File: config.mk
export PLATFORM = sky130hd
export DESIGN_NAME = ihls_tone
export DESIGN_NICKNAME = d
export VERILOG_FILES = /design/src/hdl/ihls_pkg.sv /design/src/hdl/ihls_tone.sv
export SDC_FILE = /design/constraint.sdc
export NUM_CORES = 1
export LEC_CHECK = 0
export ABC_AREA = 1
export BUFFER_PORTS_ARGS = -buffer_cell sky130_fd_sc_hd__buf_4
export CAP_MARGIN = 20
export CORE_UTILIZATION = 25
export DETAILED_ROUTE_END_ITERATION = 8
export PLACE_DENSITY_LB_ADDON = 0.1
export REMOVE_ABC_BUFFERS = 1
export SLEW_MARGIN = 10
export SYNTH_ARGS = -nofsm -noshare
export SYNTH_HDL_FRONTEND = slang
export SYNTH_SLANG_ARGS = --single-unit
File: constraint.sdc
create_clock -name clk -period 9.6 [get_ports clk]
set_input_delay 2.88 -clock clk [delete_from_list [all_inputs] [get_ports clk]]
set_output_delay 2.88 -clock clk [all_outputs]
set_load 0.03 [all_outputs]
File: src/hdl/ihls_pkg.sv
// Shared types, constants and lookup functions for the RGB to IHLS pixel converter.
package ihls_pkg;

  localparam int CORDIC_STAGES  = 16;
  localparam int ATAN_TABLE_LEN = 24;
  localparam int N_ITER = (CORDIC_STAGES < ATAN_TABLE_LEN) ? CORDIC_STAGES : ATAN_TABLE_LEN;
  localparam int IDX_W  = $clog2(ATAN_TABLE_LEN);

  localparam int Q_FRAC = 16;
  localparam int XY_W   = 28;   // signed Q16 vector, covers CORDIC gain
  localparam int Z_W    = 20;   // signed Q16 radians
  localparam int ZW_W   = 19;   // wrapped angle, 0 .. 2*pi
  localparam int ATAN_W = 17;

  localparam int SQRT3_Q16   = 113512;
  localparam int HALF_PI_Q16 = 102944;
  localparam int PI_Q16      = 205887;
  localparam int TWO_PI_Q16  = 411775;

  localparam logic signed [18:0]    SQRT3_C   = 19'(SQRT3_Q16);
  localparam logic signed [Z_W-1:0] HALF_PI_Z = Z_W'(HALF_PI_Q16);
  localparam logic signed [Z_W-1:0] PI_Z      = Z_W'(PI_Q16);
  localparam logic signed [Z_W-1:0] TWO_PI_Z  = Z_W'(TWO_PI_Q16);

  // hue = floor(z * 255 / 2pi) via reciprocal, then one correction step
  localparam int HUE_SHIFT   = 32;
  localparam int HUE_RECIP_W = 22;
  localparam longint HUE_RECIP_L = (longint'(255) << HUE_SHIFT) / TWO_PI_Q16;
  localparam logic [HUE_RECIP_W-1:0] HUE_RECIP = HUE_RECIP_W'(HUE_RECIP_L);
  localparam int NUM_W  = ZW_W + 8;
  localparam int PROD_W = ZW_W + HUE_RECIP_W;
  localparam logic [NUM_W-1:0] TWO_PI_N = NUM_W'(TWO_PI_Q16);

  // sat/lum delay line depth, and the accept-to-done latency of the pixel pipeline
  localparam int LUM_DELAY = N_ITER + 3;
  localparam int LATENCY   = N_ITER + 5;

  typedef struct packed {
    logic                   valid;
    logic                   gray;
    logic                   upper;   // y0 >= 0
    logic signed [XY_W-1:0] x;
    logic signed [XY_W-1:0] y;
    logic signed [Z_W-1:0]  z;
  } cordic_t;

  typedef struct packed {
    logic [7:0] sat;
    logic [7:0] lum;
  } tone_t;

  function automatic logic [ATAN_W-1:0] atan_q16(input logic [IDX_W-1:0] idx);
    logic [ATAN_W-1:0] v;
    unique case (idx)
      5'd0:    v = 17'd51472;
      5'd1:    v = 17'd30385;
      5'd2:    v = 17'd16055;
      5'd3:    v = 17'd8150;
      5'd4:    v = 17'd4091;
      5'd5:    v = 17'd2047;
      5'd6:    v = 17'd1024;
      5'd7:    v = 17'd512;
      5'd8:    v = 17'd256;
      5'd9:    v = 17'd128;
      5'd10:   v = 17'd64;
      5'd11:   v = 17'd32;
      5'd12:   v = 17'd16;
      5'd13:   v = 17'd8;
      5'd14:   v = 17'd4;
      5'd15:   v = 17'd2;
      5'd16:   v = 17'd1;
      default: v = 17'd0;
    endcase
    return v;
  endfunction

endpackage

File: src/hdl/ihls_tone.sv
// Saturation and luminance path: two register stages.
module ihls_tone
  import ihls_pkg::*;
(
  input  logic       clk,
  input  logic [7:0] red,
  input  logic [7:0] green,
  input  logic [7:0] blue,
  output tone_t      tone
);

  logic [7:0]  mx, mn;
  logic [7:0]  sat_a;
  logic [23:0] pr, pg, pb;

  always_comb begin
    mx = red;
    mn = red;
    if (green > mx) mx = green;
    if (blue > mx)  mx = blue;
    if (green < mn) mn = green;
    if (blue < mn)  mn = blue;
  end

  always_ff @(posedge clk) begin
    sat_a <= mx - mn;
    pr    <= 24'(red)   * 24'd13763;
    pg    <= 24'(green) * 24'd46858;
    pb    <= 24'(blue)  * 24'd4719;
  end

  logic [23:0] lsum;
  assign lsum = pr + pg + pb;

  always_ff @(posedge clk) begin
    tone.sat <= sat_a;
    tone.lum <= lsum[23:16];
  end

endmodule

# ---- Word level (Yosys, flattened, before mapping)
# Cells that the tools add are included.
dict set report classes {
  addsub 3
  mul 3
  order_cmp 4
  n_mux 4
}
# operator count
set op_table {}
lappend op_table {{$mux 8} 4}
lappend op_table {{$add 22x24->24} 1}
lappend op_table {{$add 24x21->24} 1}
lappend op_table {{$mul 8x15->23 const B} 1}
lappend op_table {{$mul 8x14->22 const B} 1}
lappend op_table {{$mul 8x13->21 const B} 1}
lappend op_table {{$gt 8x8->1} 2}
lappend op_table {{$lt 8x8->1} 2}
lappend op_table {{$sub 8x8->8} 1}
dict set report totals {
  regBits 90
  out_inout_bits 16
}

# ---- Logic depth before layout (Yosys ltp)
dict set report logic_depth {
  depth_word 5
  mapped_depth 36
  ltp_nobuf 34
}

# ---- Worst setup path after synthesis
# OpenSTA, ideal clock, no wires.
dict set report synth_path {
  path_kind {input to register}
  startpoint {input port red[7]}
  endpoint {register sat_a[7]}
  setup_ps 109
  t_arrival_ps 6470
  setup_slack_ps 3021
  cell_stages 29
  n_path_buf 2
  cell_sequence {inv_1 -> ha_1 -> a21o_1 -> nor2_4 -> nand2_4 -> nand2_4 -> buf_2 -> nand2_1 -> o21ai_1 -> ha_1 -> a21oi_1 -> o21ai_1 -> nand2_1 -> o211ai_1 -> nand2_1 -> clkbuf_1 -> a21oi_1 -> ha_1 -> a21o_1 -> a31oi_1 -> nor3_1 -> nor2_1 -> inv_1 -> nand2_1 -> nand2_1 -> inv_1 -> nand3_1 -> nand2_1 -> inv_1}
}
dict set report synth_via {
  elab_chain_cells 5
}
# item line_no
set synth_lines {}
lappend synth_lines {{start: declaration} ihls_tone.sv:6} ;# input logic [7:0] red,
lappend synth_lines {{$gt 8x8->1 / $lt 8x8->1 (equally long branches)} {ihls_tone.sv:19, ihls_tone.sv:21}}
lappend synth_lines {{$mux 8 (on tied branches)} {ihls_tone.sv:19, ihls_tone.sv:21}}
lappend synth_lines {{$gt 8x8->1 / $lt 8x8->1 (equally long branches)} {ihls_tone.sv:20, ihls_tone.sv:22}}
lappend synth_lines {{$mux 8 (on tied branches)} {ihls_tone.sv:20, ihls_tone.sv:22}}
lappend synth_lines {{$sub 8x8->8 (*)} ihls_tone.sv:26} ;# sat_a <= mx - mn;
lappend synth_lines {{end signal: assignment} ihls_tone.sv:26}
lappend synth_lines {{end: declaration} ihls_tone.sv:13} ;# logic [7:0] sat_a;
# Mark *: on every way between the ends. The rest lies on a longest branch, timed or not.

# ---- Worst setup path after layout
dict set report layout_path {
  startpoint {input port red[3]}
  endpoint {register sat_a[7]}
}
# The elaborated chain is that of the path after synthesis.

==> flow_summary_export.csv <==
group,metric,value,unit
logic_synthesis,ys_seq_area_share,17.9,%
setup_path,critical_path_class,"in -> reg",
die,initial_core_util,25.3,%
clock_network,clock_path_buffers,2,
power_and_ir_drop,p_leak,5.82,nW
finish,drive_gt1_share,9.12,%
setup_path,worstPathRequired,9.87,ns
setup_path,end_kind,"register",
route,routed_wl,26200,µm
logic_synthesis,synth_area,10000,µm²
clock_network,cts-resized-gates,0,
setup_path,rrSetupSlack,6.78,ns
logic_synthesis,synthArstFlopShare,0,%
clock_network,hold_buffers,0,
clock_network,cts_sinks,90,
setup_path,crit_arrival,7.02,ns
finish,area_delta_synth_final,12.3,%
logic_synthesis,yosys.area.top_type,"ha_1",
finish,stdcell_count,1699,
global_route,grt_max_degree,18,
logic_synthesis,yosys-top-cells-count,"ha_1, inv_1, nand2_1",
clock_network,clock_latency,0.38,ns
placement,dp_slack,2.39,ns
die,ios,41,
route,antenna_left,0,
logic_synthesis,synth_top_flop_cell,"dfxtp_1",
logic_synthesis,synthCells,1121,
sta,slew_viol_final,0,
route,viasPerCell,4.28,
sta,fin_setup_tns,0,ns
route,wire_per_inst,15.4,µm
sta,skew,0.0146,ns
route,vias,7280,
setup_path,max_stage_delay,0.40,ns
sta,finalCritPeriodShare,70.3,%
global_route,grt_overflow,0,
status,status,"finished, final reports clean",
global_route,grt_pass1_wl,41800,µm
sta,worst_pin_slew,0.508,ns
finish,stdcell_area,11300,µm²
die,rows,73,
setup_path,critPathSlowestCell,"nand2_1",
logic_synthesis,synth_edf_count,0,
global_route,grt_pass1_vias,7530,
finish,num-nets-final,1504,
placement,postPlaceCellArea,11000,µm²
sta,finalHoldViolCount,0,
setup_path,critPathMaxFanout,17,
die,core_area,39600,µm²
sta,slew_headroom,66.1,%
sta,rsz0062_at_grt,"false",
power_and_ir_drop,total_power,0.00368,W
sta,setup_viol,0,
logic_synthesis,ys_ff_latch,90,
sta,min_period,6.75,ns
clock_network,root_buffer,"clkbuf_16",
die,die_w,202,µm
setup_path,critical_path.most_common_cell,"nand2_1",
sta,fin_ws,2.85,ns
placement,dp_hpwl,22700,µm
setup_path,reg2regPathDepth,9,
die,die-area,41000,µm²
placement,place_congestion,0.770,
clock_network,numCtsBuffers,9,
die,die_y,202,µm
sta,max_freq,148,MHz
power_and_ir_drop,p_per_area,326,nW/µm²
logic_synthesis,synth_area_leaders,"ha_1, fa_1, dfxtp_1, inv_1, nand2_1",
setup_path,critPathCapture,"sat_a[7]",
placement,dp_cells,1682,
setup_path,r2r-end,"tone[7]",
logic_synthesis,yosys_warnings,0,
logic_synthesis,yosysTopAreaCellShare,27.2,%
global_route,antenna_found_initial,0,
min_path,hold_path.class,"reg -> reg",
clock_network,cts_tree,"done",
power_and_ir_drop,vdd_drop_max,0.139,mV
setup_path,critPathLaunch,"red[3]",
clock_network,cts-htree-levels,3,
clock_network,clk_pin_slew_worst_paths,0.06,ns
route,drt-pass1-iter-count,5,
logic_synthesis,avgSynthCellArea,8.96,µm²
placement,port_buffers,40,
route,drc,0,
route,drtIter0Drc,217,
logic_synthesis,synth.distinct_cells,46,
setup_path,startpoint_type,"primary input",
global_route,grt_use_total,13.6,%
run,maxCapViolations,0,
setup_path,r2r_start,"pr[18]",
logic_synthesis,synth_most_common_cell,"ha_1",
clock_network,post_cts_buffers,0,
[how the worst min path moves through the flow]
stage                   from       end  cells past startpoint
detailed placement  sat_a[1]   tone[9]                      0
floorplan           sat_a[2]  tone[10]                      0
global placement    sat_a[3]  tone[11]                      0
finish              sat_a[1]   tone[9]                      0
global route        sat_a[6]  tone[14]                      0
CTS                 sat_a[1]   tone[9]                      0
[metrics by stage]
step,util (%),hold slack (ns)
2_1_floorplan,-,0.310
3_3_place_gp,27.7,0.312
3_5_place_dp,27.7,0.312
4_1_cts,28.5,0.327
5_1_grt,28.5,0.332
6_report,28.5,0.327
[registers in the layout, summed over array words and instances, names as in the netlist]
register	cells
pg	23
pr	22
pb	21
tone	16
sat_a	8
[per-layer routing]
metal	routed length, µm	vias up	global-route usage, %
met5	0	-	0
met4	392	0	4.08
met3	466	17	1.78
met2	12500	57	22.8
met1	12800	3432	18.0
li1	-	3774	-
[report_power, final]
| group | switching [W] | internal [W] | total (W) |
|---|---|---|---|
| logic | 0.00163 | 0.00101 | 0.00264 |
| clock network | 0.000167 | 0.000210 | 0.000377 |
| registers | 0.0000894 | 0.000574 | 0.000664 |
[worst max-delay path, delay by kind of cell]
kind	cells	cell delay, ns
fa+ha+maj	3	0.87
compound gates	8	1.20
buf+inv	5	0.50
simple gates	14	1.58
[cells in the final DEF (no fill, tap or decap), types with 5 or more instances in the layout]
cell	instances
a21boi_1	5
buf_4	40
dfxtp_1	90
nand2_1	140
nor2_1	35
a21oi_1	81
fa_1	93
nand3_1	19
xor2_1	46
o211ai_1	6
inv_1	212
a31oi_1	7
nand2_2	8
o21ai_2	14
xnor2_1	18
o21ai_0	23
o21ai_1	30
nor3_1	7
nand4_1	10
inv_2	8
clkbuf_16	9
a21o_1	5
ha_1	218
[cells by family after synthesis]
logic type	after synthesis	synth area share, %
AND/OR/NAND/NOR	233	10.2
AO/OA/AOI/OAI	199	12.2
adder cells (fa/ha/maj)	311	45.7
flip-flops	90	17.9
XOR/XNOR	64	5.58
buffers and inverters	224	8.47
[layout make-up]
type / count / area [µm²]
Fill cell: 4288 / 28400
Tap cell: 525 / 657
Antenna cell: 1 / 2.50
Clock buffer: 11 / 243
Inverter: 220 / 826
Multi-Input combinational cell: 807 / 7390
Sequential cell: 90 / 1800
Timing Repair Buffer: 40 / 300
Clock inverter: 5 / 61.3
(Power assumes the default switching activity.)
