## src/hdl/ihls_pkg.sv

```systemverilog
// Shared types, constants and lookup functions for the RGB to IHLS pixel converter.
package ihls_pkg;

  localparam int CORDIC_STAGES  = 16;
  localparam int ATAN_TABLE_LEN = 24;
  localparam int N_ITER = (CORDIC_STAGES < ATAN_TABLE_LEN) ? CORDIC_STAGES : ATAN_TABLE_LEN;
  localparam int IDX_W  = $clog2(ATAN_TABLE_LEN);

  localparam int Q_FRAC = 16;
  localparam int XY_W   = 28;   // signed Q16 vector, covers CORDIC gain
  localparam int Z_W    = 20;   // signed Q16 radians
  localparam int ZW_W   = 19;   // wrapped angle, 0 .. 2*pi
  localparam int ATAN_W = 17;

  localparam int SQRT3_Q16   = 113512;
  localparam int HALF_PI_Q16 = 102944;
  localparam int PI_Q16      = 205887;
  localparam int TWO_PI_Q16  = 411775;

  localparam logic signed [18:0]    SQRT3_C   = 19'(SQRT3_Q16);
  localparam logic signed [Z_W-1:0] HALF_PI_Z = Z_W'(HALF_PI_Q16);
  localparam logic signed [Z_W-1:0] PI_Z      = Z_W'(PI_Q16);
  localparam logic signed [Z_W-1:0] TWO_PI_Z  = Z_W'(TWO_PI_Q16);

  // hue = floor(z * 255 / 2pi) via reciprocal, then one correction step
  localparam int HUE_SHIFT   = 32;
  localparam int HUE_RECIP_W = 22;
  localparam longint HUE_RECIP_L = (longint'(255) << HUE_SHIFT) / TWO_PI_Q16;
  localparam logic [HUE_RECIP_W-1:0] HUE_RECIP = HUE_RECIP_W'(HUE_RECIP_L);
  localparam int NUM_W  = ZW_W + 8;
  localparam int PROD_W = ZW_W + HUE_RECIP_W;
  localparam logic [NUM_W-1:0] TWO_PI_N = NUM_W'(TWO_PI_Q16);

  // sat/lum delay line depth, and the accept-to-done latency of the pixel pipeline
  localparam int LUM_DELAY = N_ITER + 3;
  localparam int LATENCY   = N_ITER + 5;

  typedef struct packed {
    logic                   valid;
    logic                   gray;
    logic                   upper;   // y0 >= 0
    logic signed [XY_W-1:0] x;
    logic signed [XY_W-1:0] y;
    logic signed [Z_W-1:0]  z;
  } cordic_t;

  typedef struct packed {
    logic [7:0] sat;
    logic [7:0] lum;
  } tone_t;

  function automatic logic [ATAN_W-1:0] atan_q16(input logic [IDX_W-1:0] idx);
    logic [ATAN_W-1:0] v;
    unique case (idx)
      5'd0:    v = 17'd51472;
      5'd1:    v = 17'd30385;
      5'd2:    v = 17'd16055;
      5'd3:    v = 17'd8150;
      5'd4:    v = 17'd4091;
      5'd5:    v = 17'd2047;
      5'd6:    v = 17'd1024;
      5'd7:    v = 17'd512;
      5'd8:    v = 17'd256;
      5'd9:    v = 17'd128;
      5'd10:   v = 17'd64;
      5'd11:   v = 17'd32;
      5'd12:   v = 17'd16;
      5'd13:   v = 17'd8;
      5'd14:   v = 17'd4;
      5'd15:   v = 17'd2;
      5'd16:   v = 17'd1;
      default: v = 17'd0;
    endcase
    return v;
  endfunction

endpackage

```

## src/hdl/ihls_prerot.sv

```systemverilog
// Builds the Q16 hue vector from the pixel and turns it into the right half plane.
module ihls_prerot
  import ihls_pkg::*;
(
  input  logic       clk,
  input  logic       rst,
  input  logic       load,
  input  logic [7:0] red,
  input  logic [7:0] green,
  input  logic [7:0] blue,
  output cordic_t    c_out
);

  logic signed [10:0]     d;
  logic signed [9:0]      e;
  logic signed [XY_W-1:0] x0, y0;
  cordic_t                c_next;

  always_comb begin
    d  = $signed({2'b00, red, 1'b0}) - $signed({3'b000, green}) - $signed({3'b000, blue});
    e  = $signed({2'b00, green}) - $signed({2'b00, blue});
    x0 = XY_W'(d) <<< Q_FRAC;
    y0 = XY_W'(e) * XY_W'(SQRT3_C);

    c_next.valid = load;
    c_next.gray  = (red == green) && (green == blue);
    c_next.upper = !y0[XY_W-1];
    c_next.x     = x0;
    c_next.y     = y0;
    c_next.z     = '0;
    if (x0 < 0) begin
      if (!y0[XY_W-1]) begin
        c_next.x = y0;
        c_next.y = -x0;
        c_next.z = HALF_PI_Z;
      end else begin
        c_next.x = -y0;
        c_next.y = x0;
        c_next.z = -HALF_PI_Z;
      end
    end
  end

  always_ff @(posedge clk) begin
    if (rst) begin
      c_out.valid <= 1'b0;
    end else begin
      c_out.valid <= c_next.valid;
    end
    c_out.gray  <= c_next.gray;
    c_out.upper <= c_next.upper;
    c_out.x     <= c_next.x;
    c_out.y     <= c_next.y;
    c_out.z     <= c_next.z;
  end

endmodule

```

## config.mk

```make
export PLATFORM = sky130hd
export DESIGN_NAME = ihls_prerot
export DESIGN_NICKNAME = d
export VERILOG_FILES = /design/src/hdl/ihls_pkg.sv /design/src/hdl/ihls_prerot.sv
export SDC_FILE = /design/constraint.sdc
export NUM_CORES = 1
export LEC_CHECK = 0
export ABC_AREA = 0
export ABC_CLOCK_PERIOD_IN_PS = 14500
export BUFFER_PORTS_ARGS = -buffer_cell sky130_fd_sc_hd__buf_2
export CAP_MARGIN = 20
export CORE_ASPECT_RATIO = 0.8
export CORE_MARGIN = 3
export CORE_UTILIZATION = 50
export CTS_CLUSTER_DIAMETER = 30
export DETAILED_ROUTE_END_ITERATION = 8
export PLACE_DENSITY_LB_ADDON = 0.3
export SYNTH_ARGS = -nofsm -noshare
export SYNTH_HDL_FRONTEND = slang
export SYNTH_SLANG_ARGS = --single-unit
```

## constraint.sdc

```tcl
create_clock -name clk -period 14.5 [get_ports clk]
set_clock_uncertainty 0.15 [all_clocks]
set_input_delay 2.9 -clock clk [delete_from_list [all_inputs] [get_ports clk]]
set_output_delay 2.9 -clock clk [all_outputs]
set_load 0.01 [all_outputs]
```

# Word level (Yosys, flattened, before mapping)
# Index checks and enable logic that the tools add are counted.
# Widths: inputs -> output; s select.
dict set report word_totals {
  in_bits 27
  elab_cells 25
  regBits 79
  out_inout_bits 79
}
dict set report op_classes {
  eq_ne 2
  muxes 2
  reduce_logical 4
  n_bitwise 1
  n_addsub 5
  magnitude_cmp 1
  n_mul 1
}
# operator n
set ops {}
lappend ops {{$mux 76} 2}
lappend ops {{$neg 27->28} 2}
lappend ops {{$lt 27x1->1 const B} 1}
lappend ops {{$mul 9x15->24 const B} 1}
lappend ops {{$eq 8x8->1} 2}
lappend ops {{$sub 10x9->11} 1}
lappend ops {{$sub 9x8->10} 1}
lappend ops {{$sub 8x8->9} 1}
lappend ops {{$reduce_and 2->1} 1}
lappend ops {{$reduce_or 2->1} 1}
lappend ops {{$logic_and 1x1->1} 1}
lappend ops {{$logic_not 1->1} 1}
lappend ops {{$not 1->1} 1}

# Logic depth before layout (Yosys ltp)
# Gate-level depths: netlist of the first run.
dict set report depth {
  depth_word 5
  depth_mapped 31
  depth_no_buf 28
}

# Worst setup path after synthesis of the first run
# OpenSTA, ideal clock, no wires.
dict set report synth_path {
  path_kind {input -> register}
  from {in blue[1]}
  to {reg c_out[70] in the netlist's numbering}
  t_arrival_ns 9.427
  required_ns 14.227
  path_buffers 0
  stages 25
  setup_ns 0.123
  slack_ns 4.801
  path_cell_list {inv_1 -> ha_1 -> a21o_1 -> a21o_1 -> a21o_1 -> a21o_1 -> a21o_1 -> a21o_1 -> xnor2_1 -> fa_1 -> ha_1 -> fa_1 -> inv_1 -> fa_1 -> inv_1 -> ha_1 -> ha_1 -> and2_4 -> a221o_1 -> or3_4 -> a2111oi_4 -> nand2_2 -> nor4_1 -> a2111o_1 -> nand3_1}
}
# item line_no
set synth_rtl {}
lappend synth_rtl {{from (decl)} ihls_prerot.sv:10} ;# input logic [7:0] blue,
lappend synth_rtl {{to (decl)} ihls_prerot.sv:11} ;# output cordic_t c_out

==> run summary, run 1 <==
The flow ran to the end, and the final reports show no timing, DRC or antenna violations. In the final timing run, aggregate negative setup slack is 0 ps. The die covers 13900 um2.

STA classifies the critical path endpoint as a register. Worst slew slack as a fraction of its limit: 0.254. The proportion of synthesized area in mux cells was 0.00320. The most frequently used flop master after synthesis was sky130_fd_sc_hd__dfxtp_1. The max-slew violation total from the final report was 0. The run gives 0.0301 as the met3 track demand over resource. For this run, design rule violations remaining after detail routing come to 0.

The run gives 4520 um2 as the area of combinational cells with multiple inputs. TritonCTS built the clock tree. The final weighted congestion in routability-driven placement is 0.959. The number of distinct library cell variants in the gate-level netlist after synthesis came out at 71. The H-tree generated during clock tree synthesis spans 2 levels. The number of buffers inserted by port buffering is 94, and the effective utilization at floorplan is 0.527.

No sink is reached through more buffers than the 2 on the longest clock path. The share of the synthesized area in compound gates (AO/OA/AOI/OAI) was 0.165; the largest fanout on the critical path was 25. 106 I/O pins were placed. Dividing the detail-routed wire length by the instance count gives 16.0 um.

The worst setup path is launched from an input pin. Entering global routing, the biggest net connects 45 pins. The logs give 0.179 for the part of the Yosys area used for sequential elements and 0 for the number of buffers inserted by post-CTS setup repair. Compared with the post-synthesis result, the final layout area differs by 10.2%. The core region is 11900 um2. The most utilized layer in the global route result is met2. Number of global-route vias before repair: 5247. Wire length reported by the detailed router: 15400 um.

From bottom edge to top edge, the die measures 106 um. Ranked by total cell area, the synthesized netlist is headed by sky130_fd_sc_hd__dfxtp_1 (18%), sky130_fd_sc_hd__ha_1 (17%), sky130_fd_sc_hd__fa_1 (15%). The fraction of layout cells with a size suffix above 1 is 0.154, and the post-synthesis area per instance is 8.66 um2. 0 antenna diodes ended up in the layout. The count of nets left with antenna violations once routing finished came out at 0.

The register with the most flip-flops in the layout has 56 of them. At the worst endpoint, the required time is 14580 ps. The number of hold violations in the final report was 0; the row count was 35. Clock-pin slew was measured on the worst setup and hold paths at 80 ps.

Synthesized-area fraction occupied by and/or/nand/nor cells: 0.159. Counting the buffers created by CTS gives 5. Dividing the detail-routed via count by the number of cells gives 5.56. The logs give 0.310 for the routing usage on met1 and 957 for the net count reported at finish.

At the pin with the least slew margin, the transition time is 1110 ps. The detailed router placed 5357 vias in this run. The post-synthesis adder-cell area fraction is 0.322.

The path type of the worst setup path is in -> reg. The number of clock sinks is 56, and the cell count after synthesis is 723. The number of antenna violations at the first check in global routing was 0. The run gives 379 as the starting DRC count in detailed routing.

The total iterations of the first detailed-routing run is 5. Setup repair after global routing left no endpoint under its margin. The number of synthesized register bits works out to 56. Ranked by flip-flop count, first place goes to c_out. Hold repair after CTS inserted 0 buffers. After synthesis, the largest family of logic cells by area is adder cells. The async set or reset register ratio after synthesis is 0, and the number of fillers in the final layout is 1066. The most common cell in the netlist was sky130_fd_sc_hd__inv_1. For this run the aggregate overflow at the end of global routing stands at 0.

The number of gates resized after CTS was 0. The run gives 0 as the yosys synthesis warning count. The global routing usage summed across all routing layers was 0.228; the met2 usage in global routing was 0.377. Setup violations remaining at the end of the flow were counted as 0.

At the worst endpoint, the arrival time is 10640 ps. The logs give 25700 um for the global-route wire length before repair and 6260 um2 for the area of the mapped netlist. The proportion of netlist area held by the largest area contributor came out at 0.179. The period utilization works out to 0.728. Summing all flip-flop and latch instances after layout gives 1120 um2. The commonest cells after synthesis are sky130_fd_sc_hd__inv_1 (112), sky130_fd_sc_hd__ha_1 (86), sky130_fd_sc_hd__dfxtp_1 (56). The biggest area contributor in the post-synthesis netlist is sky130_fd_sc_hd__dfxtp_1. The run gives 13100 um as the placed wire-length estimate. The shortest period the worst path allows came out at 10560 ps.

The tightest min-delay check is of the in -> reg type. The largest registers in the layout are c_out (56). The root buffer cell is sky130_fd_sc_hd__clkbuf_16. The post-synthesis share of cell area spent on xor and xnor gates was 0.0644; the number of synthesized flops with an enable pin was 0. The die is 131 um wide. Max-cap violations in this run came to 0.

Timing would allow up to 0.0947 GHz.
## layout by cell type (no fill, tap or decap), types with 4 or more instances in the layout
cell type / netlist / final
sky130_fd_sc_hd__and3_1: 4 / 4
sky130_fd_sc_hd__o311ai_0: 4 / 4
sky130_fd_sc_hd__xnor2_1: 30 / 30
sky130_fd_sc_hd__or4_1: 4 / 4
sky130_fd_sc_hd__nor2b_1: 5 / 5
sky130_fd_sc_hd__nor4_1: 8 / 8
sky130_fd_sc_hd__buf_2: 6 / 94
sky130_fd_sc_hd__nor2_1: 52 / 52
sky130_fd_sc_hd__nand2b_1: 8 / 8
sky130_fd_sc_hd__a21oi_1: 30 / 30
sky130_fd_sc_hd__o21a_1: 9 / 9
sky130_fd_sc_hd__a211o_1: 5 / 5
sky130_fd_sc_hd__fa_1: 47 / 47
sky130_fd_sc_hd__inv_1: 112 / 112
sky130_fd_sc_hd__or2_2: 6 / 6
sky130_fd_sc_hd__dfxtp_1: 56 / 56
sky130_fd_sc_hd__a21o_1: 15 / 15
sky130_fd_sc_hd__xor2_1: 16 / 16
sky130_fd_sc_hd__a31oi_1: 7 / 7
sky130_fd_sc_hd__clkbuf_16: 0 / 5
sky130_fd_sc_hd__or3_1: 12 / 12
sky130_fd_sc_hd__nand2_1: 24 / 24
sky130_fd_sc_hd__nand4_1: 6 / 6
sky130_fd_sc_hd__o31ai_1: 4 / 4
sky130_fd_sc_hd__nand3_1: 21 / 21
sky130_fd_sc_hd__a211oi_1: 6 / 6
sky130_fd_sc_hd__o21ai_0: 21 / 21
sky130_fd_sc_hd__conb_1: 1 / 13
sky130_fd_sc_hd__ha_1: 86 / 86
sky130_fd_sc_hd__o211ai_1: 9 / 9
sky130_fd_sc_hd__and2_1: 11 / 11
sky130_fd_sc_hd__nor3_1: 11 / 11
## per-layer routing
layer / vias to the layer above / share of wire / wire (um)
met4: 0 / 0.026 / 405
met3: 32 / 0.059 / 916
li1: 2589 / - / -
met1: 2555 / 0.44 / 6770
met5: - / 0 / 0
met2: 181 / 0.47 / 7310
## worst max-delay path: stages
cell	delay, ps
sky130_fd_sc_hd__buf_2	130
sky130_fd_sc_hd__inv_1	120
sky130_fd_sc_hd__ha_1	260
sky130_fd_sc_hd__a21o_1	160
sky130_fd_sc_hd__a21o_1	190
sky130_fd_sc_hd__a21o_1	180
sky130_fd_sc_hd__a21o_1	200
sky130_fd_sc_hd__a21o_1	180
sky130_fd_sc_hd__a21o_1	200
sky130_fd_sc_hd__xnor2_1	410
sky130_fd_sc_hd__fa_1	570
sky130_fd_sc_hd__ha_1	390
sky130_fd_sc_hd__fa_1	540
sky130_fd_sc_hd__inv_1	50
sky130_fd_sc_hd__fa_1	530
sky130_fd_sc_hd__inv_1	40
sky130_fd_sc_hd__ha_1	280
sky130_fd_sc_hd__ha_1	360
sky130_fd_sc_hd__and2_4	200
sky130_fd_sc_hd__a221oi_1	320
sky130_fd_sc_hd__a21oi_1	220
sky130_fd_sc_hd__o211ai_2	220
sky130_fd_sc_hd__a211o_1	510
sky130_fd_sc_hd__and2_1	400
sky130_fd_sc_hd__inv_1	390
sky130_fd_sc_hd__or3_1	480
sky130_fd_sc_hd__a31oi_1	180
## through the flow
step	instances	hold WS, ps	instance area [um2]	setup WS (ps)	utilization
2_1_floorplan	735	2820	6300	4800	-
3_3_place_gp	956	2910	6750	3880	0.568
3_5_place_dp	956	2910	6750	3630	0.568
4_1_cts	964	2590	6900	3940	0.581
5_1_grt	964	2600	6900	3380	0.581
6_report	964	2590	6900	3940	0.581
## final timing paths
kind / startpoint / endpoint / slack [ps] / depth (start not counted)
setup / recovery: blue[1] / c_out[67]$_DFF_P_ / 3940 / 27
hold / removal: rst / c_out[78]$_SDFF_PP0_ / 2590 / 2
## layout make-up
class,count,share of cell area
Timing Repair Buffer,95,0.0693
Tap cell,166,0.0301
Clock inverter,3,0.00399
Sequential cell,56,0.163
Clock buffer,5,0.0181
Multi-Input combinational cell,527,0.655
Inverter,112,0.0609
## cells by family after synthesis
family / count (synthesis)
simple gates: 189
buf+inv: 152
compound gates: 144
fa+ha+maj: 133
flops: 56
xor+xnor: 46
mux: 2
other cells: 1
Power of run 1 is left out: the tool's default activity adds up to more than one toggle a clock period on the data nets, which glitch-free logic cannot reach.
==> run 2: changes to the inputs <==
--- a/config.mk
+++ b/config.mk
@@ -6,7 +6,7 @@
 export NUM_CORES = 1
 export LEC_CHECK = 0
 export ABC_AREA = 0
-export ABC_CLOCK_PERIOD_IN_PS = 14500
+export ABC_CLOCK_PERIOD_IN_PS = 10090
 export BUFFER_PORTS_ARGS = -buffer_cell sky130_fd_sc_hd__buf_2
 export CAP_MARGIN = 20
 export CORE_ASPECT_RATIO = 0.8
==> constraint.sdc (replaced) <==
create_clock -name clk -period 10.09 [get_ports clk]
set_clock_uncertainty 0.15 [all_clocks]
set_input_delay 2.018 -clock clk [delete_from_list [all_inputs] [get_ports clk]]
set_output_delay 2.018 -clock clk [all_outputs]
set_load 0.01 [all_outputs]
==> run 2 against run 1 <==
Sequential share of layout area decreased by 0.076 points. Final area increased by 0.47%. Wire length increased by 0.34%. Final cell count increased by 0.52%.
==> run summary, run 2 (synthesis gave the netlist of run 1 again) <==
The flow ran to the end, and the final reports show no timing, DRC or antenna violations. Ranked by flip-flop count, first place goes to c_out. The pre-antenna-repair detailed-routing pass consisted of 7 iterations. The max-slew violation total from the final report was 0. The tree is rooted in a sky130_fd_sc_hd__clkbuf_16.

The fraction of layout cells with a size suffix above 1 works out to 0.159. TritonCTS built the clock tree. In the final layout, the registers with the most flip-flops are c_out (56). Startpoint type of the worst setup path: an input pin.

After routing, the total negative slack on setup checks comes to 0 ps. Worst slew slack as a fraction of its limit: 0.465. Shortest period the worst path allows: 9340 ps. Along the worst path, the maximum fanout reaches 25. The clock edge transition at the registers on the reported setup and hold paths works out to 70 ps. The layout overhead on the synthesized area was 10.7%; the number of top-level pins was 106. Overflow left after global routing: 0. The H-tree generated during clock tree synthesis spans 2 levels. Worst-margin pin slew: 795 ps. Static timing analysis puts the maximum clock frequency at 0.107 GHz. The multi-input combinational cells in the finished layout cover a total of 4520 um2. Dividing the detail-routed wire length by the instance count gives 16.0 um. Post-CTS repair changed the size of 0 cells.

The worst setup path is captured at a register. The hold buffer count at CTS came out at 0. For this run, design rule violations remaining after detail routing come to 0. The number of antenna violations at the first check in global routing was 0.

The run gives 9430 ps as the data arrival at the endpoint of the critical path. In the routed layout, each cell is associated on average with a via count of 5.50. The routing usage on met1 was 0.302; the deepest clock path buffer count was 2. Data required time of the worst path: 10180 ps. The met2 usage in global routing came out at 0.399. Max-cap violations in this run came to 0. The detailed router finished its first iteration with 364 violations.

Entering global routing, the biggest net connects 45 pins. The repair_antennas step left the layout with diodes totalling 0. The run gives 0.0296 as the met3 track demand over resource.

The net count reported at finish is 962, and the area of the die is 13900 um2. Leading cell type in the layout, fill and taps excluded: sky130_fd_sc_hd__inv_1. The period utilization was 0.925.

In the layout the commonest cells are sky130_fd_sc_hd__inv_1 (112), sky130_fd_sc_hd__buf_2 (94), sky130_fd_sc_hd__ha_1 (86). Setup repair after global routing left no endpoint under its margin. In this run the remaining antenna-violating nets after routing total 0.

For the number of global-route vias before repair, the log shows 5343. The register with the most flip-flops in the layout has 56 of them. Clock tree synthesis inserted a total of 5 buffers. Measured along the x axis, the die boundary spans 131 um. The number of failing setup endpoints in the final timing report was 0; the via count was 5333.

The final weighted congestion in routability-driven placement came out at 0.954. The layer flagged by global routing as most heavily used is met2. The path type of the worst setup path was in -> reg.

Row count: 35. The class of the most critical hold timing path was in -> reg. The region available for standard cell placement spans 11900 um2. The die is 106 um tall.

The number of setup buffers added after CTS is 0. The tools report the effective utilization at floorplan as 0.527. Counting the fill cells in the layout gives 1094.

The first global-routing pass estimated 25700 um of wire. The number of clock sinks came out at 56. Global routing usage summed across all routing layers: 0.229. The number of hold violations in the final report was 0. Across the whole layout, storage elements account for 1120 um2.

Wire length reported by the detailed router: 15500 um. The placed wire-length estimate is 13200 um, and the number of buffers inserted by port buffering is 94.
[run 2: changes by cell type in the layout (fill, tap and decap cells not counted)]
cell,delta
sky130_fd_sc_hd__clkinv_2,+1
sky130_fd_sc_hd__inv_8,-1
sky130_fd_sc_hd__clkinvlp_4,-1
sky130_fd_sc_hd__inv_6,+1
sky130_fd_sc_hd__buf_4,+5
[run 2: area by class of cell]
type                    instances  share of cell area
clock buffers                   5              0.0181
clock inverters                 3             0.00325
inverters                     112              0.0607
multi-input cells             527               0.652
flip-flops and latches         56               0.162
well taps                     166              0.0300
repair buffers                100              0.0744
[run 2: path summary, 6_finish.rpt]
path  cells past startpoint     from  slack, ps              endpoint
min                       2      rst       1720  c_out[78]$_SDFF_PP0_
max                      28  blue[1]        750     c_out[69]$_DFF_P_
[run 2: routing by layer]
layer	up-vias	part of all wire
li1	2593	-
met1	2518	0.44
met2	197	0.49
met3	25	0.056
met4	0	0.017
met5	-	0
[run 2: per-stage QoR]
stage | setup WS (ps) | util | instance area (um2) | cells | hold WS (ps)
3_3_place_gp | 669 | 0.572 | 6780 | 961 | 2020
2_1_floorplan | 1270 | - | 6300 | 735 | 1940
6_report | 754 | 0.584 | 6930 | 969 | 1720
3_5_place_dp | 481 | 0.572 | 6780 | 961 | 2030
4_1_cts | 782 | 0.584 | 6930 | 969 | 1720
5_1_grt | 270 | 0.584 | 6930 | 969 | 1730
[run 2: critical path, stage by stage]
cell and delay (ps):
sky130_fd_sc_hd__buf_2 120, sky130_fd_sc_hd__inv_1 120, sky130_fd_sc_hd__ha_1 260, sky130_fd_sc_hd__a21o_1 160, sky130_fd_sc_hd__a21o_1 190, sky130_fd_sc_hd__a21o_1 180
sky130_fd_sc_hd__a21o_1 190, sky130_fd_sc_hd__a21o_1 180, sky130_fd_sc_hd__a21o_1 200, sky130_fd_sc_hd__xnor2_1 430, sky130_fd_sc_hd__fa_1 310, sky130_fd_sc_hd__inv_1 140
sky130_fd_sc_hd__fa_1 530, sky130_fd_sc_hd__inv_1 60, sky130_fd_sc_hd__fa_1 530, sky130_fd_sc_hd__inv_1 50, sky130_fd_sc_hd__fa_1 470, sky130_fd_sc_hd__ha_1 310
sky130_fd_sc_hd__ha_1 370, sky130_fd_sc_hd__and2_4 180, sky130_fd_sc_hd__a221oi_1 370, sky130_fd_sc_hd__a21oi_1 240, sky130_fd_sc_hd__o211ai_2 230, sky130_fd_sc_hd__a211o_1 160
sky130_fd_sc_hd__and2_1 310, sky130_fd_sc_hd__inv_1 400, sky130_fd_sc_hd__or4_1 600, sky130_fd_sc_hd__nand3_1 90
Power of run 2 is left out for the same reason.
