--- config.mk ---
export PLATFORM = sky130hd
export DESIGN_NAME = ihls_cordic_stage
export DESIGN_NICKNAME = d
export VERILOG_FILES = /design/src/hdl/ihls_pkg.sv /design/src/hdl/ihls_cordic_stage.sv
export SDC_FILE = /design/constraint.sdc
export NUM_CORES = 1
export LEC_CHECK = 0
export BUFFER_PORTS_ARGS = -buffer_cell sky130_fd_sc_hd__buf_4
export CAP_MARGIN = 40
export CELL_PAD_IN_SITES_DETAIL_PLACEMENT = 0
export CELL_PAD_IN_SITES_GLOBAL_PLACEMENT = 1
export CORE_MARGIN = 2
export CORE_UTILIZATION = 45
export CTS_CLUSTER_DIAMETER = 100
export DETAILED_ROUTE_END_ITERATION = 10
export PLACE_DENSITY_LB_ADDON = 0.1
export SKIP_CTS_REPAIR_TIMING = 1
export SLEW_MARGIN = 20
export SYNTH_ARGS = -nofsm -noshare
export SYNTH_HDL_FRONTEND = slang
export SYNTH_SLANG_ARGS = --single-unit
--- constraint.sdc ---
create_clock -name clk -period 13.2 [get_ports clk]
set_input_delay 1.32 -clock clk [delete_from_list [all_inputs] [get_ports clk]]
set_output_delay 1.32 -clock clk [all_outputs]
set_load 0.01 [all_outputs]
--- src/hdl/ihls_pkg.sv ---
// Shared types, constants and lookup functions for the RGB to IHLS pixel converter.
package ihls_pkg;

  localparam int CORDIC_STAGES  = 16;
  localparam int ATAN_TABLE_LEN = 24;
  localparam int N_ITER = (CORDIC_STAGES < ATAN_TABLE_LEN) ? CORDIC_STAGES : ATAN_TABLE_LEN;
  localparam int IDX_W  = $clog2(ATAN_TABLE_LEN);

  localparam int Q_FRAC = 16;
  localparam int XY_W   = 28;   // signed Q16 vector, covers CORDIC gain
  localparam int Z_W    = 20;   // signed Q16 radians
  localparam int ZW_W   = 19;   // wrapped angle, 0 .. 2*pi
  localparam int ATAN_W = 17;

  localparam int SQRT3_Q16   = 113512;
  localparam int HALF_PI_Q16 = 102944;
  localparam int PI_Q16      = 205887;
  localparam int TWO_PI_Q16  = 411775;

  localparam logic signed [18:0]    SQRT3_C   = 19'(SQRT3_Q16);
  localparam logic signed [Z_W-1:0] HALF_PI_Z = Z_W'(HALF_PI_Q16);
  localparam logic signed [Z_W-1:0] PI_Z      = Z_W'(PI_Q16);
  localparam logic signed [Z_W-1:0] TWO_PI_Z  = Z_W'(TWO_PI_Q16);

  // hue = floor(z * 255 / 2pi) via reciprocal, then one correction step
  localparam int HUE_SHIFT   = 32;
  localparam int HUE_RECIP_W = 22;
  localparam longint HUE_RECIP_L = (longint'(255) << HUE_SHIFT) / TWO_PI_Q16;
  localparam logic [HUE_RECIP_W-1:0] HUE_RECIP = HUE_RECIP_W'(HUE_RECIP_L);
  localparam int NUM_W  = ZW_W + 8;
  localparam int PROD_W = ZW_W + HUE_RECIP_W;
  localparam logic [NUM_W-1:0] TWO_PI_N = NUM_W'(TWO_PI_Q16);

  // sat/lum delay line depth, and the accept-to-done latency of the pixel pipeline
  localparam int LUM_DELAY = N_ITER + 3;
  localparam int LATENCY   = N_ITER + 5;

  typedef struct packed {
    logic                   valid;
    logic                   gray;
    logic                   upper;   // y0 >= 0
    logic signed [XY_W-1:0] x;
    logic signed [XY_W-1:0] y;
    logic signed [Z_W-1:0]  z;
  } cordic_t;

  typedef struct packed {
    logic [7:0] sat;
    logic [7:0] lum;
  } tone_t;

  function automatic logic [ATAN_W-1:0] atan_q16(input logic [IDX_W-1:0] idx);
    logic [ATAN_W-1:0] v;
    unique case (idx)
      5'd0:    v = 17'd51472;
      5'd1:    v = 17'd30385;
      5'd2:    v = 17'd16055;
      5'd3:    v = 17'd8150;
      5'd4:    v = 17'd4091;
      5'd5:    v = 17'd2047;
      5'd6:    v = 17'd1024;
      5'd7:    v = 17'd512;
      5'd8:    v = 17'd256;
      5'd9:    v = 17'd128;
      5'd10:   v = 17'd64;
      5'd11:   v = 17'd32;
      5'd12:   v = 17'd16;
      5'd13:   v = 17'd8;
      5'd14:   v = 17'd4;
      5'd15:   v = 17'd2;
      5'd16:   v = 17'd1;
      default: v = 17'd0;
    endcase
    return v;
  endfunction

endpackage

--- src/hdl/ihls_cordic_stage.sv ---
// One registered CORDIC vectoring iteration.
module ihls_cordic_stage
  import ihls_pkg::*;
(
  input  logic             clk,
  input  logic             rst,
  input  logic [IDX_W-1:0] idx,
  input  cordic_t          c_in,
  output cordic_t          c_out
);

  logic signed [XY_W-1:0] xi, yi, xs, ys;
  logic signed [Z_W-1:0]  ang;
  cordic_t                c_next;

  always_comb begin
    xi  = c_in.x;
    yi  = c_in.y;
    xs  = xi >>> idx;   // arithmetic, floors
    ys  = yi >>> idx;
    ang = $signed({{(Z_W-ATAN_W){1'b0}}, atan_q16(idx)});
    c_next = c_in;
    if (!yi[XY_W-1]) begin
      c_next.x = xi + ys;
      c_next.y = yi - xs;
      c_next.z = c_in.z + ang;
    end else begin
      c_next.x = xi - ys;
      c_next.y = yi + xs;
      c_next.z = c_in.z - ang;
    end
  end

  always_ff @(posedge clk) begin
    if (rst) begin
      c_out.valid <= 1'b0;
    end else begin
      c_out.valid <= c_next.valid;
    end
    c_out.gray  <= c_next.gray;
    c_out.upper <= c_next.upper;
    c_out.x     <= c_next.x;
    c_out.y     <= c_next.y;
    c_out.z     <= c_next.z;
  end

endmodule

After elaboration in Yosys (flattened, before gate mapping)
Memories as Yosys holds them, arrays and structs flattened. Index checks and enable logic that the tools add are counted. W data, S select, Z words.

Register bits: 79. Memory bits (read-only): 512. Bits of input ports: 86. Output and inout bits: 79. Logic and storage cells: 16. Memories kept: 1.

$add $sub $neg: 6. Shifts and indexed selects: 2. Multiplexer cells: 1.

Memories: (no name shown) (depth 32, width 16, rd ports 1, clocked after Yosys merged registers in 0, wr ports 0, RTL line ihls_pkg.sv:54) `unique case (idx)`.

Operators with widths (number): $mux W76 (1); $add A28 B28 Y28 (2); $sshr A28 B5 Y28 (2); $sub A28 B28 Y28 (2); $add A20 B18 Y20 (1); $sub A20 B18 Y20 (1).

Depth between registers and ports, before layout
Gate-level depths: netlist (run 1).

Word-level depth: 3. Mapped depth: 26. Gate-level depth less buffers: 22.

Worst setup path before layout (run 1)
Ideal clock, no wire load.

Kind: input port to flip-flop. Start point: input port idx[0]. End point: register c_out[75] in the netlist's numbering. Setup time: 130 ps. Data arrival time: 6424 ps. Required time: 13070 ps. Path slack: 6647 ps. Stages: 23. Path buffers: 2. Path through: buf_6 -> mux4_2 -> mux2_2 -> mux2_2 -> a211o_1 -> inv_1 -> ha_1 -> inv_1 -> or4_1 -> nor2_1 -> a31oi_1 -> xor2_1 -> ha_1 -> clkbuf_1 -> nand2_1 -> nor2_1 -> a211oi_1 -> or4b_2 -> nand2_1 -> o311a_1 -> o31ai_1 -> a21oi_1 -> xnor3_1.

RTL lines: from (decl) (RTL line ihls_cordic_stage.sv:7) `input logic [IDX_W-1:0] idx,`; to (decl) (RTL line ihls_cordic_stage.sv:9) `output cordic_t c_out`.

==> metrics.yaml, run 1 <==
total_power_mw: 1.50
cts_buffer_depth: 2
wl_met2_um: 17100
holdPathStages: 1
port_buffers: 164
maxUsedRoutingLayer: "met4"
syn-cell-area_um2: 10900
power.leakage_nw: 5.35
post-dp-hpwl_um: 28400
dr.pass1.iters: 5
slowest_delay_ns: 0.66
crit_path_max_fanout: 66
area_delta_synth_final_pct: 16.7
layout_setup_ws_ns: 5.66
grtUsageTotal_pct: 29.3
clk_pin_slew_worst_paths_ns: 0.07
critPathArrivalTime_ns: 7.78
cts.htree.levels: 3
cp_slowest_cell: "nor4_1"
ant_nets: 0
reg_top3: "c_out (79)"
max-cap-violations: 0
end_kind: "flip-flop"
synth.most_common_cell: "nor2_1"
drt_wl_total_um: 37700
syn_nets: 1477
hp-class: "in -> reg"
avgRoutedWirePerCell_um: 21.7
powerDensity_nw_per_um2: 118
layout.nets: 1592
die_x_um: 159
rsz0062_at_grt: "no"
period_needed_ns: 7.54
synth_edf_count: 0
startpoint_type: "primary input"
crit_type: "in -> reg"
ys_warn_count: 0
overflow: 0
grt_pass1_wl_um: 58900
via_count: 10900
netlist_instances: 1298
slew_viol_final: 0
drc: 0
seqCellArea_um2: 1580
cts_made_buffers: 9
syn_avg_cell_area_um2: 8.36
die_area_um2: 25400
status: "completed"
slew_headroom_pct: 44.3
top_register: "c_out"
num_io_pins: 165
fillerInstances: 2306
synth_area_leaders: "dfxtp_1 (15%), mux4_2 (14%), ha_1 (10%)"
cts_tree: "yes"
hold_path_end: "c_out[76]"
multi_input_area_um2: 8780
async_flop_share_pct: 0
initial_utilization_pct: 46.1
yosysSeqAreaShare_pct: 14.6
grt_pass1_vias: 10500
hp-start: "c_in[76]"
core_um2: 23500
fmax_mhz: 133
crit_chain: "buf_4 > buf_4 > mux4_2 > mux2i_1 > nor3_1 > nor4_1 > ha_1 > inv_1 > or4_1 > nor2_1 > nor2_1 > xor2_1 > ha_1 > a21oi_1 > nor2_1 > a211oi_1 > or4b_2 > nand2_1 > o311a_1 > o31ai_1 > a21oi_1 > xnor3_1"
tightest_slew_ns: 0.814
largest_reg_flops: 79
cts_sinks: 79
synth_cell_types: 80
place_congestion: 0.952
first_iter_violations: 1026
fin_crit_sh_pct: 57.1
root_buffer: "clkbuf_16"
row_count: 56
die_height_um: 159
ir_worst_vdd_uv: 76.7
dp_slack_ns: 5.19
finalHoldViolations: 0
setup_viol: 0
routed-wl-met3_um: 3100
fin_tns_setup_ns: 0
worstPathRequired_ns: 13.44
antenna_found_initial: 0
synth_commonest_cells: "nor2_1 (120), nand2_1 (105), ha_1 (90)"
yosysTopAreaCell: "dfxtp_1"
viasPerCell: 6.29
drive_gt1_share_pct: 22.2
diodes: 0
ys_ff_latch: 79
grt_start_max_net_pins: 76
wl_met1_um: 15500
synth_flop_cell: "dfxtp_1"
path_common_cell: "nor2_1"
synth_top_area_share_pct: 14.6
kinds of logic (layout without fill, tap and decap cells):
family	after synthesis	count (layout)	synth area share (%)
XOR/XNOR	116	116	9.49
buffers and inverters	118	237	4.56
AND/OR/NAND/NOR	394	394	17.3
adder cells (fa/ha/maj)	93	93	10.9
flip-flops	79	79	14.6
multiplexers	149	149	22.0
AO/OA/AOI/OAI	349	349	21.1
cell usage in the layout (no fill, tap or decap), types with 38 or more instances in the layout:
cell / netlist / routed
mux2i_1: 49 / 49
dfxtp_1: 79 / 79
xor2_1: 38 / 38
xnor2_1: 77 / 77
nand2_1: 105 / 105
buf_4: 5 / 176
mux4_2: 67 / 67
o21ai_0: 63 / 63
inv_1: 40 / 40
a21oi_1: 88 / 88
ha_1: 90 / 90
nor2_1: 120 / 120
worst max-delay path by stage:
stage,from,end,slack [ns]
after detailed placement,idx[0],c_out[75],5.19
after CTS,idx[0],c_out[75],5.56
after floorplan,idx[0],c_out[75],6.65
after global placement,idx[0],c_out[75],5.19
after global routing,idx[1],c_out[75],5.38
final,idx[1],c_out[75],5.66
cell type report:
cell class                 count  area share, %
timing repair buffer         180           11.1
inverter                      42           1.24
sequential                    79           12.5
clock inverter                 5          0.840
multi-input combinational   1101           69.3
clock buffer                  10           1.89
tap                          319           3.15
layer usage:
layer / vias to the layer above / GRT usage, %
met5: - / 0
met4: 0 / 13.8
met3: 106 / 5.52
met2: 560 / 47.7
met1: 5165 / 37.6
li1: 5093 / -
worst max-delay path: cells and delay by family:
| family | cells | cell delay (ns) |
|---|---|---|
| xor+xnor | 2 | 0.61 |
| simple gates | 8 | 2.52 |
| compound gates | 5 | 1.23 |
| mux | 2 | 0.61 |
| buf+inv | 3 | 0.75 |
| fa+ha+maj | 2 | 0.65 |
per-stage QoR:
stage	utilization [%]	hold slack, ns	area, µm²	cells
detailed placement	52.0	1.43	12200	1718
CTS	53.5	1.05	12600	1733
global placement	52.0	1.43	12200	1717
floorplan	-	1.35	10900	1298
global route	53.8	1.05	12700	1736
finish	53.8	1.06	12700	1736
report_power, final:
| part | internal, mW | switching [mW] |
|---|---|---|
| sequential | 0.335 | 0.0242 |
| combinational | 0.389 | 0.446 |
| clock | 0.189 | 0.112 |
| total | 0.914 | 0.582 |
No activity file was read; power rests on OpenSTA's default activity.
==> run 2, diff against run 1 <==
--- a/config.mk
+++ b/config.mk
@@ -5,12 +5,13 @@
 export SDC_FILE = /design/constraint.sdc
 export NUM_CORES = 1
 export LEC_CHECK = 0
+export ABC_AREA = 1
 export BUFFER_PORTS_ARGS = -buffer_cell sky130_fd_sc_hd__buf_4
 export CAP_MARGIN = 40
 export CELL_PAD_IN_SITES_DETAIL_PLACEMENT = 0
 export CELL_PAD_IN_SITES_GLOBAL_PLACEMENT = 1
 export CORE_MARGIN = 2
-export CORE_UTILIZATION = 45
+export CORE_UTILIZATION = 40
 export CTS_CLUSTER_DIAMETER = 100
 export DETAILED_ROUTE_END_ITERATION = 10
 export PLACE_DENSITY_LB_ADDON = 0.1
==> constraint.sdc (replaced) <==
create_clock -name clk -period 7.5 [get_ports clk]
set_input_delay 0.75 -clock clk [delete_from_list [all_inputs] [get_ports clk]]
set_output_delay 0.75 -clock clk [all_outputs]
set_load 0.01 [all_outputs]
==> run 2 against run 1 <==
- non-clock buffer count down 13
- hold slack got worse by 0.58 ns
- die area increased by 9.2%
- via count grew 11%
- critical endpoint is now c_out[45]
==> metrics.yaml, run 2 <==
power.leakage_nw: 6.47
clk_pin_slew_worst_paths_ns: 0.07
viasPerCell: 5.36
post-dp-hpwl_um: 30500
drt_wl_total_um: 37700
end_kind: "flip-flop"
die_x_um: 166
switching_power_mw: 1.10
synth_area_leaders: "nand2_1 (22%), dfxtp_1 (15%), nand3_1 (12%)"
cts_tree: "yes"
async_flop_share_pct: 0
grt_pass1_vias: 11400
seqPwrFrac_pct: 25.1
powerDensity_nw_per_um2: 210
yosysTopAreaCell: "nand2_1"
hp-class: "in -> reg"
synth_cell_types: 48
startpoint_type: "primary input"
avgRoutedWirePerCell_um: 16.7
ant_nets: 0
cts_sinks: 79
port_buffers: 164
grtUsageTotal_pct: 26.8
stdcell_count: 2262
status: "completed"
antenna_found_initial: 0
root_buffer: "clkbuf_16"
core_um2: 26000
pwr-share-clk_pct: 18.8
path_common_cell: "nand2_1"
ys_ff_latch: 79
via_count: 12100
synth_commonest_cells: "nand2_1 (619), nand3_1 (261), inv_1 (158)"
setup_viol: 0
fin_hold_ws_ns: 0.488
slew_viol_final: 0
synth_top_area_share_pct: 22.0
num_io_pins: 165
total_power_mw: 2.55
max-cap-violations: 0
crit_path_max_fanout: 64
grt_start_max_net_pins: 65
period_needed_ns: 5.26
finalHoldViolations: 0
synth.most_common_cell: "nand2_1"
dr.pass1.iters: 7
syn-cell-area_um2: 10600
slew_headroom_pct: 46.6
overflow: 0
drive_gt1_share_pct: 12.0
synth_edf_count: 0
holdPathStages: 1
top_register: "c_out"
area_delta_synth_final_pct: 15.1
swShare_pct: 43.1
critPathArrivalTime_ns: 5.51
syn_nets: 1983
tightest_slew_ns: 0.800
place_congestion: 0.934
cp_slowest_cell: "buf_4"
cts_buffer_depth: 2
layout_commonest_cell: "nand2_1"
die_height_um: 166
fin_crit_sh_pct: 70.2
netlist_instances: 1804
initial_utilization_pct: 40.6
reg_top3: "c_out (79)"
layout.nets: 2101
synth_flop_cell: "dfxtp_1"
row_count: 59
largest_reg_flops: 79
ir_worst_vdd_uv: 130
crit_type: "in -> reg"
worstPathRequired_ns: 7.75
layout_common_cells: "nand2_1 (619), nand3_1 (261), buf_4 (166), inv_1 (158), nor2_1 (120)"
ys_warn_count: 0
rsz0062_at_grt: "no"
slowest_delay_ns: 0.53
syn_avg_cell_area_um2: 5.85
fin_tns_setup_ns: 0
power.internal_mw: 1.45
drc: 0
first_iter_violations: 1017
fmax_mhz: 190
grt_pass1_wl_um: 60000
place_inst: 2246
power_frac_comb_pct: 56.1
crit_chain: "buf_4 > inv_4 > nand2_1 > nand3_1 > nand3_1 > nand2_1 > a21oi_1 > nand2_1 > nor2_1 > inv_1 > nor2_2 > nand2_2 > nand2_4 > nand2_1 > xor2_1 > ha_1 > nand2_1 > nor4_1 > nand3_1 > nand3_1 > nand3_1 > nand2_1 > a31oi_1 > xnor2_1"
yosysSeqAreaShare_pct: 15.0
die_area_um2: 27700
cts.htree.levels: 3
diodes: 0
cts_made_buffers: 9
run 2: path summary, 6_finish.rpt:
kind / startpoint / to / slack [ns]
max: idx[0] / c_out[45] / 2.24
min: c_in[77] / c_out[77] / 0.49
run 2: metal layers:
metal	GRT usage, %	wire (µm)
met5	0	0
met4	8.77	1110
met3	3.97	2480
met2	43.5	16900
met1	36.6	17300
run 2: final cells by class:
type,count,area (µm²)
sequential,79,1580
fill,2892,13800
multi-input combinational,1498,7950
clock buffer,11,243
tap,335,419
timing repair buffer,167,1270
inverter,167,634
clock inverter,5,57.6
run 2: cell families (layout without fill, tap and decap cells):
kind of cell             Yosys count  in the layout  synth area share, %
XOR/XNOR                         107            107                 9.02
flip-flops                        79             79                 15.0
buffers and inverters            227            350                 9.67
AND/OR/NAND/NOR                 1068           1068                 43.1
adder cells (fa/ha/maj)           93             93                 11.2
AO/OA/AOI/OAI                    230            230                 12.0
run 2: worst max-delay path: cells and delay by family:
family          cells  cell delay [ns]
simple gates       16             2.68
fa+ha+maj           1             0.37
xor+xnor            2             0.31
compound gates      2             0.31
buf+inv             3             1.01
run 2: power groups by stage:
stage / logic [mW] / clock network [mW] / registers, mW
after floorplan: 0.804 / 0 / 0.742
final: 1.43 / 0.478 / 0.640
after detailed placement: 1.43 / 0 / 0.649
after global routing: 1.59 / 0.505 / 0.658
after global placement: 1.43 / 0 / 0.651
after CTS: 1.44 / 0.489 / 0.642
run 2: stage by stage:
stage	setup WS [ns]	area, µm²	util, %
global route	1.81	12200	46.8
floorplan	3.41	10600	-
CTS	2.24	12200	46.8
detailed placement	1.89	11900	45.6
finish	2.24	12200	46.8
global placement	1.78	11800	45.5
==> run 3, diff against run 2 <==
--- a/config.mk
+++ b/config.mk
@@ -11,7 +11,7 @@
 export CELL_PAD_IN_SITES_DETAIL_PLACEMENT = 0
 export CELL_PAD_IN_SITES_GLOBAL_PLACEMENT = 1
 export CORE_MARGIN = 2
-export CORE_UTILIZATION = 40
+export CORE_UTILIZATION = 36
 export CTS_CLUSTER_DIAMETER = 100
 export DETAILED_ROUTE_END_ITERATION = 10
 export PLACE_DENSITY_LB_ADDON = 0.1
==> constraint.sdc (replaced) <==
create_clock -name clk -period 4.7 [get_ports clk]
set_input_delay 0.47 -clock clk [delete_from_list [all_inputs] [get_ports clk]]
set_output_delay 0.47 -clock clk [all_outputs]
set_load 0.01 [all_outputs]
==> run 3 against run 2 <==
- via count hardly changed
- critical path depth is 3 higher
- final area up 4.7%
==> metrics.yaml, run 3 (same netlist as run 2, synthesis figures left out) <==
stdcell_count: 2366
hp-class: "in -> reg"
gr-usage-met3_pct: 2.89
dpl_cell_area_um2: 12400
post-dp-hpwl_um: 33500
reg_top3: "c_out (79)"
num_io_pins: 165
viasPerCell: 5.13
power.internal_mw: 2.47
top_register: "c_out"
row_count: 62
met1_usage_pct: 37.6
finalHoldViolations: 0
power.leakage_nw: 6.79
grt_pass1_wl_um: 63100
power_frac_comb_pct: 56.0
busiest_layer: "met2"
layout_commonest_cell: "nand2_1"
area_delta_synth_final_pct: 20.6
fillerInstances: 3210
slew_headroom_pct: 63.5
rsz0062_at_grt: "no"
port_buffers: 164
grtUsageTotal_pct: 26.1
core_um2: 28800
root_buffer: "clkbuf_16"
fmax_mhz: 235
grt_pass1_vias: 11500
powerDensity_nw_per_um2: 336
fin_crit_sh_pct: 90.5
slew_viol_final: 0
end_kind: "flip-flop"
fin_tns_setup_ns: 0
antenna_found_initial: 0
drc: 0
pwr-share-clk_pct: 19.9
initial_utilization_pct: 36.7
fin_hold_ws_ns: 0.205
largest_reg_flops: 79
cts_made_buffers: 9
place_inst: 2351
seqPwrFrac_pct: 24.0
stdcell_area_um2: 12700
die_height_um: 175
drt_wl_total_um: 40000
layout_common_cells: "nand2_1 (619), nand3_1 (261), buf_4 (218), inv_1 (158), nor2_1 (119)"
status: "completed"
tightest_slew_ns: 0.542
diodes: 0
crit_path_max_fanout: 12
die_area_um2: 30700
cts_tree: "yes"
period_needed_ns: 4.25
via_count: 12100
max-cap-violations: 0
worstPathRequired_ns: 4.95
cts.htree.levels: 3
setup_viol: 0
critPathArrivalTime_ns: 4.51
layout.nets: 2157
overflow: 0
cts_sinks: 79
grt_use_met2_pct: 41.8
startpoint_type: "primary input"
clk_pin_slew_worst_paths_ns: 0.07
avgRoutedWirePerCell_um: 16.9
ir_worst_vdd_uv: 224
swShare_pct: 42.1
cts_buffer_depth: 2
die_x_um: 175
crit_type: "in -> reg"
first_iter_violations: 932
place_congestion: 0.918
switching_power_mw: 1.80
dr.pass1.iters: 5
grt_start_max_net_pins: 54
ant_nets: 0
drive_gt1_share_pct: 14.5
==> run 3: worst paths after layout <==
check / startpoint / end / slack, ns / cells after the start
max: idx[1] / c_out[71] / 0.45 / 27
min: c_in[76] / c_out[76] / 0.20 / 1
==> run 3: layout make-up <==
cell class | count | area [µm²] | share of cell area, %
sequential | 79 | 1580 | 12.4
multi-input combinational | 1498 | 7960 | 62.5
inverter | 167 | 634 | 4.98
clock buffer | 10 | 229 | 1.80
tap | 384 | 480 | 3.77
timing repair buffer | 223 | 1740 | 13.6
clock inverter | 5 | 108 | 0.845
==> run 3: through the flow <==
step	util [%]	worst slack (ns)	total power, mW
finish	44.2	0.446	4.27
global route	44.2	0.0213	4.61
CTS	44.2	0.313	4.31
detailed placement	43.0	-0.0456	3.43
global placement	43.0	-0.0168	3.45
floorplan	-	0.887	2.47
==> run 3: power by group through the flow <==
| stage | registers (mW) | logic [mW] | clock network [mW] |
|---|---|---|---|
| 2_1_floorplan | 1.18 | 1.28 | 0 |
| 3_3_place_gp | 1.04 | 2.41 | 0 |
| 3_5_place_dp | 1.04 | 2.39 | 0 |
| 4_1_cts | 1.03 | 2.40 | 0.874 |
| 5_1_grt | 1.05 | 2.66 | 0.895 |
| 6_report | 1.03 | 2.39 | 0.851 |
==> run 3: critical path: stages <==
cell and delay, ns:
buf_4 0.13, inv_2 0.16, buf_4 0.24, nor2_4 0.09
nand2_1 0.09, nand2_1 0.06, nand2_1 0.07, nand2_1 0.08
a21oi_1 0.13, nand2_1 0.12, inv_1 0.11, ha_1 0.22
nand2_1 0.10, nor2_2 0.16, nand2_1 0.13, nor2_2 0.15
nor2_1 0.07, o21ai_1 0.23, ha_1 0.34, a21oi_1 0.22
o21ai_0 0.16, a21oi_1 0.19, nand3_1 0.26, nand3_1 0.14
nand2_1 0.10, buf_4 0.15, xor2_1 0.13
==> run 3: layer usage <==
layer  wire length, µm  share of wire (%)  vias to the layer above
li1                  -                  -                     6240
met2             17900                 45                      353
met4               603                1.5                        0
met5                 0                  0                        -
met1             19600                 49                     5512
met3              1930                4.8                       30
